### config.mk
export PLATFORM = sky130hd
export DESIGN_NAME = swcc_cell
export DESIGN_NICKNAME = d
export VERILOG_FILES = /design/src/design/swcc_pkg.sv /design/src/design/swcc_cell.sv
export SDC_FILE = /design/constraint.sdc
export NUM_CORES = 1
export LEC_CHECK = 0
export BUFFER_PORTS_ARGS = -buffer_cell sky130_fd_sc_hd__buf_2
export CELL_PAD_IN_SITES_DETAIL_PLACEMENT = 0
export CELL_PAD_IN_SITES_GLOBAL_PLACEMENT = 1
export CORE_MARGIN = 1
export CORE_UTILIZATION = 29
export DETAILED_ROUTE_END_ITERATION = 16
export HOLD_SLACK_MARGIN = 0.02
export MAX_ROUTING_LAYER = met4
export PLACE_DENSITY_LB_ADDON = 0.1
export SLEW_MARGIN = 20
export SYNTH_ARGS = -nofsm -noshare
export SYNTH_HDL_FRONTEND = slang
export SYNTH_SLANG_ARGS = --single-unit
### constraint.sdc
create_clock -name clk -period 3.1 [get_ports clk]
set_clock_uncertainty 0.15 [all_clocks]
set_input_delay 0.31 -clock clk [delete_from_list [all_inputs] [get_ports clk]]
set_output_delay 0.31 -clock clk [all_outputs]
set_load 0.02 [all_outputs]
### src/design/swcc_pkg.sv
// shared widths, register map, reset values and control structs for the change counter
`default_nettype none

package swcc_pkg;

  // payload field widths
  localparam int CODE_W    = 8;
  localparam int TIME_W    = 62;
  localparam int WIN_W     = 40;
  localparam int COUNT_W   = 7;
  localparam int TOTAL_W   = 32;
  localparam int SUM_W     = 48;
  localparam int SAMPLES_W = 40;

  // default fifo depth
  localparam int DEFAULT_DEPTH = 64;

  // configuration port
  localparam int ADDR_W      = 4;
  localparam int DATA_W      = 64;
  localparam int REG_SEL_BIT = 3;

  // register indexes
  localparam logic REG_WINDOW   = 1'b0;
  localparam logic REG_DISABLED = 1'b1;

  // register reset values
  localparam logic [WIN_W-1:0]  WINDOW_RESET   = 40'd5000000000;
  localparam logic [CODE_W-1:0] DISABLED_RESET = 8'd1;

  // controls broadcast to every cell of the chain
  typedef struct packed {
    logic shift;
    logic load;
  } chain_ctl_t;

  // controls for the statistics accumulators
  typedef struct packed {
    logic update;
    logic change;
  } stats_ctl_t;

endpackage

`default_nettype wire

### src/design/swcc_cell.sv
// one entry of the change-time chain: loads a new time or takes its neighbor's on a shift
`default_nettype none

module swcc_cell #(
  parameter int IDX_W = 6,
  parameter int IDX   = 0
) (
  input  wire                           clk,
  input  swcc_pkg::chain_ctl_t          ctl,
  input  wire [IDX_W-1:0]               wr_idx,
  input  wire [swcc_pkg::TIME_W-1:0]    load_time,
  input  wire [swcc_pkg::TIME_W-1:0]    neighbor_time,
  output logic [swcc_pkg::TIME_W-1:0]   cell_time
);
  import swcc_pkg::*;

  logic sel;

  // this cell is the write slot
  assign sel = ctl.load && (wr_idx == IDX_W'(IDX));

  // entry register, no reset on payload
  always_ff @(posedge clk) begin
    if (sel) begin
      cell_time <= load_time;
    end else if (ctl.shift) begin
      cell_time <= neighbor_time;
    end
  end

endmodule

`default_nettype wire

==> flow_summary.json, run 1 <==
{
  "wl_met3_um": 513,
  "cp_cell_sequence": "buf_2 > nor4_2 > nand3_4 > buf_4 > mux2_4",
  "root_buffer": "clkbuf_8",
  "finalWirelength_um": 6547,
  "post_cts_buffers": 0,
  "drtPass1Iterations": 4,
  "fp.dieH_um": 101.8,
  "fmax_mhz": 584.8,
  "syn_area_um2": 2889,
  "grt_pass1_vias": 1820,
  "die_x_um": 101.8,
  "core_area_um2": 9729,
  "synth_cells": 134,
  "min_period_ps": 1710,
  "antenna_found_initial": 0,
  "fin_nets": 470,
  "cts_buffer_depth": 2,
  "yosysTopAreaCellShare_pct": 64.44,
  "die-area_um2": 10370,
  "ant_nets": 0,
  "reg_top3": "cell_time: 62 flops",
  "crit_buf_inv": 2,
  "power_mw": 1.904,
  "rows": 36,
  "holdBufCountCts": 0,
  "cp.required_ps": 3020,
  "finalSetupViolCount": 0,
  "ioPinCount": 195,
  "fin_crit_sh_pct": 55.16,
  "drcViolationCount": 0,
  "fillCellCount": 969,
  "syn2layout_area_growth_pct": 43.14,
  "yosys.area.top_type": "edfxtp_1",
  "htreeDepth": 3,
  "holdCritPathClass": "in -> reg",
  "clk_transition_reported_paths_ps": 70,
  "wl_met1_um": 2392,
  "vdd_drop_max_mv": 0.2231,
  "cp_slowest_cell": "mux2_4",
  "crit_fanout": 38,
  "gp_congestion": 0.6784,
  "worst_slack_ps": 1390,
  "cp-end-kind": "flip-flop",
  "drtIter0Drc": 40,
  "port_buffers": 194,
  "ys_types": 8,
  "crit_family": "simple AND/OR/NAND/NOR gates",
  "critPathKind": "in -> reg",
  "cap_viol_max_count": 0,
  "run_status": "completed",
  "worst_pin_slew_ps": 684.3,
  "top_register": "cell_time",
  "max_stage_delay_ps": 380,
  "finalHoldViolCount": 0,
  "largest_reg_flops": 62,
  "ys_seq_area_share_pct": 64.44,
  "routedWlPerCell_um": 13.84,
  "relSlewSlack_pct": 54.38,
  "wl_met2_um": 3524,
  "initial_core_util_pct": 29.69,
  "num_antenna_cells": 0,
  "cts.sinks": 62,
  "grt_max_degree": 42,
  "ys_top_cells_by_area": "edfxtp_1 (64%), mux2_4 (31%), buf_6 (2.3%)",
  "gr-total-overflow": 0,
  "crit_path_start_kind": "input pin",
  "cts_buffers": 9,
  "grt_pass1_wl_um": 9239,
  "cts_resized": 0,
  "layout-drive-gt1-share_pct": 80.29,
  "grt.total_usage_pct": 12.70,
  "vias": 1921,
  "yosys_warnings": 0,
  "fin_tns_setup_ps": 0,
  "pre_cts_ws_ps": 1038,
  "synth_fp_nets": 267,
  "slew_viol_final": 0,
  "power.static_leakage_nw": 2.051,
  "rsz0062_at_grt": "false",
  "power.density_nw_per_um2": 460.5,
  "cts_tree": "done",
  "synth-seq-cells": 62,
  "hold_ws_ps": 126.9,
  "viasPerCell": 4.061,
  "avgSynthCellArea_um2": 21.56,
  "arrival_ps": 1630,
  "top_layer": "met4"
}
[path summary, 6_finish.rpt]
kind                         startpoint                       to  slack, ps  cells past startpoint
worst max-delay path          wr_idx[1]  cell_time[41]$_DFFE_PP_       1390                      5
worst min-delay path  neighbor_time[19]  cell_time[19]$_DFFE_PP_        130                      2
[synthesized netlist by cell type]
| cell type | count |
|---|---|
| buf_6 | 6 |
| nand2b_1 | 1 |
| edfxtp_1 | 62 |
| nor4_2 | 1 |
| mux2_4 | 59 |
| nor2_1 | 1 |
| mux2_2 | 3 |
| nand3_4 | 1 |
[area by class of cell]
type                       count  area, um2  share of cell area [%]
sequential                    62       1862                   45.02
timing repair buffer         198       1001                   24.21
multi-input combinational     66      962.2                   23.27
tap                          133      166.4                   4.024
clock buffer                  10      127.6                   3.086
clock inverter                 4      16.27                  0.3933
[power breakdown]
part	total (mW)	switching, mW	internal (mW)
Clock	0.561	0.289	0.272
Sequential	1.01	0.0146	1.00
Combinational	0.328	0.167	0.161
Total	1.90	0.471	1.43
[through the flow]
step                      area (um2)  std cells  util, %
after detailed placement        3991        459    41.02
after floorplan                 2889        134        -
after global routing            4135        473    42.50
final                           4135        473    42.50
after CTS                       4135        473    42.50
after global placement          3991        459    41.02
[cell families after synthesis]
family,Yosys count,share of synthesized area [%]
buffers and inverters,6,2.339
DFF,62,64.44
muxes,62,31.83
and+or+nand+nor,4,1.386
[layout by cell type (no fill, tap or decap), drive strengths merged]
master and instances:
nand3 1, mux2 62, clkinv 4, nand2b 1, clkbuf 10, nor2 1
buf 198, nor4 1, edfxtp 62
[layer usage]
layer	GRT usage [%]	vias up
li1	-	932
met1	12.68	875
met4	6.703	0
met2	22.35	102
met5	-	-
met3	3.762	12
Power figures use the tool's default switching activity.
==> inputs of run 2 (changes only) <==
Settings changed: CORE_UTILIZATION 29 to 30.
Clock period 3.1 ns to 1.7 ns, I/O delays scaled along.
==> flow_summary.json, run 2 <==
{
  "yosysMostFrequentCell": "edfxtp_1",
  "yosysTopAreaCellShare_pct": 64.44,
  "cts_buffers": 9,
  "rows": 35,
  "post_cts_buffers": 0,
  "fp.dieH_um": 100.1,
  "gp_congestion": 0.7083,
  "port_buffers": 194,
  "synth_cells": 134,
  "run_status": "stopped before the end",
  "ys_seq_area_share_pct": 64.44,
  "ys.flop_type": "edfxtp_1",
  "first-error": "[ERROR RSZ-0060] Max buffer count reached.",
  "cts.sinks": 62,
  "ys_types": 8,
  "yosys_warnings": 0,
  "synthTopCellsByCount": "edfxtp_1 (62), mux2_4 (59), buf_6 (6)",
  "synth_edf_count": 62,
  "die_x_um": 100.1,
  "syn_area_um2": 2889,
  "yosys.area.top_type": "edfxtp_1",
  "synth-seq-cells": 62,
  "htreeDepth": 3,
  "holdBufCountCts": 101,
  "cts_resized": 0,
  "root_buffer": "clkbuf_8",
  "cts_buffer_depth": 2,
  "dpl.cell_count": 455,
  "haltStage": "clock tree synthesis (4_1_cts)",
  "ioPinCount": 195,
  "initial_core_util_pct": 31.12,
  "pre_cts_ws_ps": -60.83,
  "ys_top_cells_by_area": "edfxtp_1 (64%), mux2_4 (31%), buf_6 (2.3%)",
  "avgSynthCellArea_um2": 21.56,
  "async_reset_ff_share_pct": 0,
  "synth_fp_nets": 267
}
## run 2: cell counts after synthesis
No cell type changed its count.
## run 2: cells by family after synthesis
logic type	synth area share, %
DFF	64.44
muxes	31.83
and+or+nand+nor	1.386
buffers and inverters	2.339
## run 2: per-stage QoR
| stage | area, um2 | setup TNS (ps) |
|---|---|---|
| after global placement | 4050 | -1826 |
| after floorplan | 2905 | -8743 |
| after detailed placement | 4050 | -3524 |
==> inputs of run 3 (changes only) <==
Settings changed: CELL_PAD_IN_SITES_DETAIL_PLACEMENT 0 to not set, CELL_PAD_IN_SITES_GLOBAL_PLACEMENT 1 to not set, CORE_UTILIZATION 30 to 20, HOLD_SLACK_MARGIN 0.02 to not set, MAX_ROUTING_LAYER met4 to not set, PLACE_DENSITY_LB_ADDON 0.1 to 0.15.
==> flow_summary.json, run 3 <==
{
  "synth-seq-cells": 62,
  "yosys.area.top_type": "edfxtp_1",
  "htreeDepth": 3,
  "synth_cells": 134,
  "run_status": "stopped before the end",
  "ys_seq_area_share_pct": 64.44,
  "async_reset_ff_share_pct": 0,
  "yosys_warnings": 0,
  "ioPinCount": 195,
  "ys.flop_type": "edfxtp_1",
  "syn_area_um2": 2889,
  "gp_congestion": 0.7067,
  "cts_buffers": 9,
  "ys_types": 8,
  "hpwlAfterDp_um": 5401,
  "synth_fp_nets": 267,
  "holdBufCountCts": 105,
  "ys_top_cells_by_area": "edfxtp_1 (64%), mux2_4 (31%), buf_6 (2.3%)",
  "rows": 43,
  "haltStage": "clock tree synthesis (4_1_cts)",
  "port_buffers": 194,
  "synthTopCellsByCount": "edfxtp_1 (62), mux2_4 (59), buf_6 (6)",
  "first-error": "[ERROR RSZ-0060] Max buffer count reached.",
  "yosysMostFrequentCell": "edfxtp_1",
  "root_buffer": "clkbuf_16",
  "yosysTopAreaCellShare_pct": 64.44,
  "die_x_um": 122.2,
  "cts.sinks": 62,
  "cts_buffer_depth": 2,
  "cts_resized": 0,
  "initial_core_util_pct": 20.65,
  "fp.dieH_um": 122.2,
  "post_cts_buffers": 0,
  "synth_edf_count": 62,
  "avgSynthCellArea_um2": 21.56,
  "pre_cts_ws_ps": -50.07
}
run 3: cell counts after synthesis:
Identical to the previous run, type by type.
run 3: cell families after synthesis:
family | after synthesis | share of synthesized area (%)
multiplexers | 62 | 31.83
flip-flops | 62 | 64.44
buffers and inverters | 6 | 2.339
AND/OR/NAND/NOR | 4 | 1.386
run 3: stage by stage:
| stage | hold slack [ps] | cell area, um2 | setup TNS, ps | instances |
|---|---|---|---|---|
| floorplan | 237.5 | 2905 | -8743 | 134 |
| global placement | 321.4 | 4136 | -108.9 | 509 |
| detailed placement | 323.3 | 4136 | -1111 | 509 |
