--- src/design/swcc_pkg.sv ---
// shared widths, register map, reset values and control structs for the change counter
`default_nettype none

package swcc_pkg;

  // payload field widths
  localparam int CODE_W    = 8;
  localparam int TIME_W    = 62;
  localparam int WIN_W     = 40;
  localparam int COUNT_W   = 7;
  localparam int TOTAL_W   = 32;
  localparam int SUM_W     = 48;
  localparam int SAMPLES_W = 40;

  // default fifo depth
  localparam int DEFAULT_DEPTH = 64;

  // configuration port
  localparam int ADDR_W      = 4;
  localparam int DATA_W      = 64;
  localparam int REG_SEL_BIT = 3;

  // register indexes
  localparam logic REG_WINDOW   = 1'b0;
  localparam logic REG_DISABLED = 1'b1;

  // register reset values
  localparam logic [WIN_W-1:0]  WINDOW_RESET   = 40'd5000000000;
  localparam logic [CODE_W-1:0] DISABLED_RESET = 8'd1;

  // controls broadcast to every cell of the chain
  typedef struct packed {
    logic shift;
    logic load;
  } chain_ctl_t;

  // controls for the statistics accumulators
  typedef struct packed {
    logic update;
    logic change;
  } stats_ctl_t;

endpackage

`default_nettype wire

--- src/design/swcc_stats.sv ---
// running total, minimum, maximum, sum and sample count of the in-window count
`default_nettype none

module swcc_stats #(
  parameter int WINDOW_DEPTH = swcc_pkg::DEFAULT_DEPTH
) (
  input  wire                                 clk,
  input  wire                                 rst,
  input  swcc_pkg::stats_ctl_t                ctl,
  input  wire [$clog2(WINDOW_DEPTH+1)-1:0]    cnt,
  output logic [swcc_pkg::TOTAL_W-1:0]        total_changes,
  output logic [swcc_pkg::COUNT_W-1:0]        min_count,
  output logic [swcc_pkg::COUNT_W-1:0]        max_count,
  output logic [swcc_pkg::SUM_W-1:0]          count_sum,
  output logic [swcc_pkg::SAMPLES_W-1:0]      sample_count
);
  import swcc_pkg::*;

  localparam int CNT_W = $clog2(WINDOW_DEPTH+1);
  localparam int EXT_W = CNT_W + COUNT_W;

  logic [CNT_W-1:0]     min_reg;
  logic [CNT_W-1:0]     max_reg;
  logic [SUM_W:0]       sum_wide;
  logic [EXT_W-1:0]     min_ext;
  logic [EXT_W-1:0]     max_ext;

  // saturating sum with carry out
  assign sum_wide = {1'b0, count_sum} + (SUM_W+1)'(cnt);

  // counts wider than the port are masked
  assign min_ext   = EXT_W'(min_reg);
  assign max_ext   = EXT_W'(max_reg);
  assign min_count = min_ext[COUNT_W-1:0];
  assign max_count = max_ext[COUNT_W-1:0];

  // accumulators
  always_ff @(posedge clk) begin
    if (rst) begin
      total_changes <= '0;
      min_reg       <= '1;
      max_reg       <= '0;
      count_sum     <= '0;
      sample_count  <= '0;
    end else if (ctl.update) begin
      if (ctl.change && (total_changes != '1)) begin
        total_changes <= total_changes + TOTAL_W'(1);
      end
      if ((sample_count == '0) || (cnt < min_reg)) begin
        min_reg <= cnt;
      end
      if (cnt > max_reg) begin
        max_reg <= cnt;
      end
      if (sum_wide[SUM_W]) begin
        count_sum <= '1;
      end else begin
        count_sum <= sum_wide[SUM_W-1:0];
      end
      if (sample_count != '1) begin
        sample_count <= sample_count + SAMPLES_W'(1);
      end
    end
  end

endmodule

`default_nettype wire
--- config.mk ---
export PLATFORM = sky130hd
export DESIGN_NAME = swcc_stats
export DESIGN_NICKNAME = d
export VERILOG_FILES = /design/src/design/swcc_pkg.sv /design/src/design/swcc_stats.sv
export SDC_FILE = /design/constraint.sdc
export NUM_CORES = 1
export LEC_CHECK = 0
export BUFFER_PORTS_ARGS = -buffer_cell sky130_fd_sc_hd__buf_4
export CORE_MARGIN = 2
export CORE_UTILIZATION = 42
export DETAILED_ROUTE_END_ITERATION = 10
export SLEW_MARGIN = 20
export SYNTH_ARGS = -nofsm -noshare
export SYNTH_HDL_FRONTEND = slang
export SYNTH_SLANG_ARGS = --single-unit
export TNS_END_PERCENT = 20
--- constraint.sdc ---
create_clock -name clk -period 2.63 [get_ports clk]
set_input_delay 0.3945 -clock clk [delete_from_list [all_inputs] [get_ports clk]]
set_output_delay 0.3945 -clock clk [all_outputs]
set_load 0.02 [all_outputs]
==> results of run 1 <==
==> worst max-delay path: stages (launching register included) <==
cell,delay (ns)
dfxtp_1,0.39
ha_1,0.23
fa_1,0.24
a211oi_1,0.10
o211ai_1,0.24
o2111ai_2,0.22
or2_2,0.41
nor4b_1,0.32
nor3_1,0.08
==> cell usage in the layout, fill, tap and decap left out, types with 3 or more instances in the layout <==
| cell | instances |
|---|---|
| nand2_1 | 43 |
| nor3_1 | 31 |
| a21o_1 | 3 |
| buf_12 | 3 |
| clkbuf_16 | 17 |
| mux2i_1 | 11 |
| xor2_1 | 48 |
| a21oi_1 | 69 |
| xnor2_1 | 51 |
| and2_1 | 9 |
| dfxtp_1 | 134 |
| and4_1 | 9 |
| clkinv_2 | 5 |
| o211ai_2 | 5 |
| nor2_1 | 104 |
| nor4_1 | 21 |
| ha_1 | 23 |
| inv_1 | 42 |
| or3_1 | 10 |
| o211ai_1 | 11 |
| nand4_1 | 34 |
| buf_4 | 173 |
| a31oi_1 | 3 |
| nor4_2 | 4 |
| a311oi_1 | 7 |
| nand3_1 | 36 |
| clkbuf_8 | 3 |
| and3_1 | 16 |
| o21ai_0 | 20 |
| o2111ai_1 | 5 |
| a211oi_1 | 3 |
==> routing by layer <==
metal | track usage | share of wire | vias up
met5 | 0 | 0 | -
met3 | 0.0584 | 0.054 | 19
met4 | 0.0573 | 0.010 | 0
met1 | 0.272 | 0.47 | 2957
met2 | 0.324 | 0.46 | 130
li1 | - | - | 3228
==> power by group through the flow <==
stage / Clock (uW) / Combinational, uW / Sequential (uW)
after detailed placement: 0 / 453 / 2160
after CTS: 2370 / 455 / 2110
final: 2310 / 453 / 2120
after global placement: 0 / 452 / 2160
after floorplan: 0 / 242 / 2200
after global routing: 2450 / 507 / 2120
==> area by class of cell <==
cell class	count	area, um^2
clock buffer	22	474
clock inverter	9	101
fill	1553	7020
inverter	43	161
multi-input combinational	607	3930
sequential	134	2680
tap	216	270
timing repair buffer	176	1360
==> metrics by stage <==
stage | cell area, um^2 | instances | power (uW) | setup slack (ns)
2_1_floorplan | 6910 | 817 | 2440 | 0.240
3_3_place_gp | 8400 | 1176 | 2610 | 0.114
3_5_place_dp | 8400 | 1176 | 2610 | 0.0842
4_1_cts | 8970 | 1207 | 4940 | 0.235
5_1_grt | 8980 | 1207 | 5080 | 0.00752
6_report | 8980 | 1207 | 4880 | 0.277
==> flip-flops by register name (all words and copies together), names as in the netlist <==
| name | cells |
|---|---|
| count_sum | 48 |
| max_count | 7 |
| min_count | 7 |
| sample_count | 40 |
| total_changes | 32 |
==> kinds of logic after synthesis <==
family | count (synthesis) | share of synthesized area
DFF | 134 | 0.388
xor gates and xnor gates | 99 | 0.125
muxes | 11 | 0.0159
AOI/OAI and AO/OA | 143 | 0.133
adders and majority gates | 24 | 0.0445
buffers and inverters | 76 | 0.0454
and+or+nand+nor | 330 | 0.247
==> final timing paths <==
path              depth (start not counted)  slack, ns            end
setup / recovery                          8       0.28  count_sum[30]
setup reg to reg                          8       0.28  count_sum[30]
hold reg to reg                           2       0.51   min_count[2]
hold / removal                            3       0.27   max_count[0]
==> flow_metrics.env, run 1 <==
export IMPL_ys_types=56
export IMPL_place_hpwl_um=12700
export IMPL_start_kind="register"
export IMPL_synth_largest_area_cell="dfxtp_1"
export IMPL_relSlewSlack=0.428
export IMPL_syn_area_um2=6910
export IMPL_rsz0062_at_grt="false"
export IMPL_cts_resized=0
export IMPL_cts_setup_buffers=0
export IMPL_ctsHtreeMaxLevel=4
export IMPL_p_int_uw=3720
export IMPL_critPathRequiredTime_ns=2.93
export IMPL_power_leakage_uw=0.00356
export IMPL_numPortBuffers=144
export IMPL_power_share_clock=0.474
export IMPL_drive_gt1_frac=0.229
export IMPL_rows=46
export IMPL_cts_tree="built"
export IMPL_dr_pass1_iters=5
export IMPL_synth_top_cell_area_share=0.388
export IMPL_drc_errors=0
export IMPL_finalCritPeriodShare=0.895
export IMPL_grt_use_total=0.204
export IMPL_nets=1014
export IMPL_finalSetupViolations=0
export IMPL_viasPerCell=5.25
export IMPL_outcome="complete, no violations"
export IMPL_critPathKind="register to register"
export IMPL_ys_seq_area_frac=0.388
export IMPL_hold_buffers=0
export IMPL_antenna_found_initial=0
export IMPL_synth_edf_count=0
export IMPL_clkLatencyLatePin_ns=0.42
export IMPL_fin_tns_setup_ns=0
export IMPL_yosysMostFrequentCell="dfxtp_1"
export IMPL_fmax_ghz=0.425
export IMPL_period_needed_ns=2.35
export IMPL_grt_pass1_vias=5812
export IMPL_hold_viol_final=0
export IMPL_dieArea_um2=17500
export IMPL_holdCritStartpoint="cnt[0]"
export IMPL_power_share_sequential=0.433
export IMPL_timing_rr_start="count_sum[0]"
export IMPL_synthArstFlopShare=0
export IMPL_tightestPinTransition_ns=0.858
export IMPL_totalWireLength_um=17700
export IMPL_cp_end_kind="register"
export IMPL_drv_slew=0
export IMPL_synthFlopType="dfxtp_1"
export IMPL_wire_per_inst_um=14.7
export IMPL_clk_path_buf_depth=2
export IMPL_ys_ff_latch=134
export IMPL_worstHoldPathType="primary input to register"
export IMPL_crit_start="count_sum[0]"
export IMPL_cts_sinks=134
export IMPL_grt_pass1_wl_um=29500
export IMPL_worst_clock_skew_ns=0.00937
export IMPL_core_area_um2=16000
export IMPL_initial_utilization=0.432
export IMPL_routabilityCongestion=0.826
export IMPL_ant_nets=0
export IMPL_initialDrtViolationCount=325
export IMPL_diodes=0
export IMPL_fin_util=0.561
export IMPL_hold_slack_ns=0.269
export IMPL_synthTopCellsByArea="dfxtp_1, xnor2_1, xor2_1"
export IMPL_grt_start_max_net_pins=59
export IMPL_switching_power_uw=1160
export IMPL_synthCells=817
export IMPL_synth_nets=852
export IMPL_synth_common_cells="dfxtp_1, nor2_1, a21oi_1"
export IMPL_area_delta_synth_final_pct=29.9
export IMPL_ir_drop_mv=0.452
export IMPL_numCtsBuffers=17
export IMPL_overflow=0
export IMPL_ys_warn_count=0
export IMPL_avgSynthCellArea_um2=8.46
export IMPL_comb_power_share=0.093
export IMPL_worstPathArrival_ns=2.65
export IMPL_drv_cap=0
export IMPL_power_density_nw_per_um2=543
export IMPL_clkSlewWorstSetupHoldPaths_ns=0.06
export IMPL_fp_dieH_um=132
export IMPL_vias=6334
export IMPL_crit_fanout=6
export IMPL_root_buffer="clkbuf_16"
export IMPL_ios=145
export IMPL_die_w_um=132
export IMPL_swShare=0.237
Note: power is estimated with default switching activity, not from simulation.
==> inputs of run 2 (changes only) <==
--- a/config.mk
+++ b/config.mk
@@ -9,6 +9,7 @@
 export CORE_MARGIN = 2
 export CORE_UTILIZATION = 42
 export DETAILED_ROUTE_END_ITERATION = 10
+export REMOVE_ABC_BUFFERS = 1
 export SLEW_MARGIN = 20
 export SYNTH_ARGS = -nofsm -noshare
 export SYNTH_HDL_FRONTEND = slang
==> run 2 against run 1 <==
Against the previous run:
- clock skew is 0.00097 ns lower
- final cell count increased by 0.41%
- critical endpoint is now total_changes[3]
- worst setup slack lost 0.020 ns
- non-clock buffer count grew 4
- combinational power decreased by 1%
- critical path type unchanged
- highest routed layer unchanged
==> flow_metrics.env, run 2 (synthesis gave the netlist of run 1 again) <==
export IMPL_outcome="complete, no violations"
export IMPL_cts_setup_buffers=0
export IMPL_diodes=0
export IMPL_finalCritPeriodShare=0.902
export IMPL_final_common_cell="buf_4"
export IMPL_ant_nets=0
export IMPL_grt_pass1_vias=6012
export IMPL_drv_cap=0
export IMPL_cts_resized=0
export IMPL_totalWireLength_um=18000
export IMPL_top_regs="count_sum: 48 flops, sample_count: 40 flops, total_changes: 32 flops"
export IMPL_comb_power_share=0.085
export IMPL_numPortBuffers=144
export IMPL_fp_dieH_um=132
export IMPL_hold_slack_ns=0.250
export IMPL_tightestPinTransition_ns=0.958
export IMPL_power_leakage_uw=0.00362
export IMPL_hold_buffers=0
export IMPL_antenna_found_initial=0
export IMPL_dr_pass1_iters=4
export IMPL_largest_register="count_sum"
export IMPL_clk_path_buf_depth=2
export IMPL_worstHoldPathType="primary input to register"
export IMPL_power_share_sequential=0.402
export IMPL_vias=6415
export IMPL_drive_gt1_frac=0.234
export IMPL_swShare=0.230
export IMPL_cp_end_kind="register"
export IMPL_overflow=0
export IMPL_root_buffer="clkbuf_16"
export IMPL_hold_viol_final=0
export IMPL_nets=1018
export IMPL_critPathKind="register to register"
export IMPL_p_int_uw=4050
export IMPL_routabilityCongestion=0.823
export IMPL_cts_sinks=134
export IMPL_worstPathArrival_ns=2.68
export IMPL_power_density_nw_per_um2=578
export IMPL_grt_start_max_net_pins=66
export IMPL_final_cell_mix="buf_4, dfxtp_1, nor2_1, a21oi_1, xnor2_1"
export IMPL_rows=46
export IMPL_drc_errors=0
export IMPL_ios=145
export IMPL_place_hpwl_um=12800
export IMPL_largest_reg_flops=48
export IMPL_switching_power_uw=1210
export IMPL_critPathRequiredTime_ns=2.94
export IMPL_clkLatencyLatePin_ns=0.42
export IMPL_place_area_um2=8430
export IMPL_relSlewSlack=0.361
export IMPL_grt_pass1_wl_um=30300
export IMPL_ir_drop_mv=0.441
export IMPL_finalSetupViolations=0
export IMPL_wire_per_inst_um=14.9
export IMPL_numCtsBuffers=17
export IMPL_clkSlewWorstSetupHoldPaths_ns=0.06
export IMPL_fmax_ghz=0.421
export IMPL_start_kind="register"
export IMPL_area_delta_synth_final_pct=31.7
export IMPL_core_area_um2=16000
export IMPL_cts_tree="built"
export IMPL_viasPerCell=5.29
export IMPL_period_needed_ns=2.37
export IMPL_initial_utilization=0.432
export IMPL_rsz0062_at_grt="false"
export IMPL_crit_fanout=9
export IMPL_initialDrtViolationCount=314
export IMPL_grt_use_total=0.209
export IMPL_power_share_clock=0.513
export IMPL_ctsHtreeMaxLevel=4
export IMPL_finalInstanceArea_um2=9100
export IMPL_worst_clock_skew_ns=0.00840
export IMPL_dieArea_um2=17500
export IMPL_reg2reg_slack_ns=0.26
export IMPL_die_w_um=132
export IMPL_drv_slew=0
run 2: cell types whose count changed in the layout (fill, tap and decap cells not counted), moves of 2 or more:
cell / previous run / this run
buf_4: 173 / 177
bufinv_16: 2 / 5
clkinv_2: 5 / 2
clkbuf_1: 2 / 0
run 2: routing by layer:
layer / track usage / wire length, um
met1: 0.283 / 8590
met2: 0.327 / 8240
met3: 0.0488 / 952
met4: 0.0753 / 263
met5: 0 / 0
run 2: worst max-delay path, cell delays in order (launching register included):
cell     delay, ns
dfxtp_1       0.36
and4_1        0.25
and4_1        0.25
a31oi_1       0.72
buf_4         0.29
and4_1        0.22
xnor2_1       0.12
nor2_1        0.05
run 2: worst paths after layout:
path                                          to  cells after the start              start
worst min register to register      min_count[2]                      2       min_count[2]
worst max register to register  total_changes[3]                      7  total_changes[25]
worst min-delay path                max_count[0]                      3             cnt[0]
worst max-delay path            total_changes[3]                      7  total_changes[25]
run 2: stage by stage:
stage                     setup slack [ns]  total power, uW  std cells   util  TNS (ns)
final                                0.257             5260       1212  0.569         0
after global routing                0.0260             5470       1212  0.569         0
after CTS                            0.289             5310       1212  0.569         0
after detailed placement             0.146             2610       1180  0.527         0
after global placement               0.155             2610       1180  0.527         0
after floorplan                     -0.987             2410        784      -    -21.29
run 2: cell type report:
cell class,count,area (um^2)
repair buffers,180,1390
well taps,216,270
multi-input cells,607,3920
clock buffers,21,480
inverters,43,161
clock inverters,11,194
flip-flops and latches,134,2680
fillers,1561,6900
run 2: power groups by stage:
stage	sequential [uW]	clock, uW	combinational (uW)
6_report	2110	2700	448
5_1_grt	2120	2840	501
4_1_cts	2110	2750	452
3_5_place_dp	2160	0	449
3_3_place_gp	2160	0	446
2_1_floorplan	2200	0	207
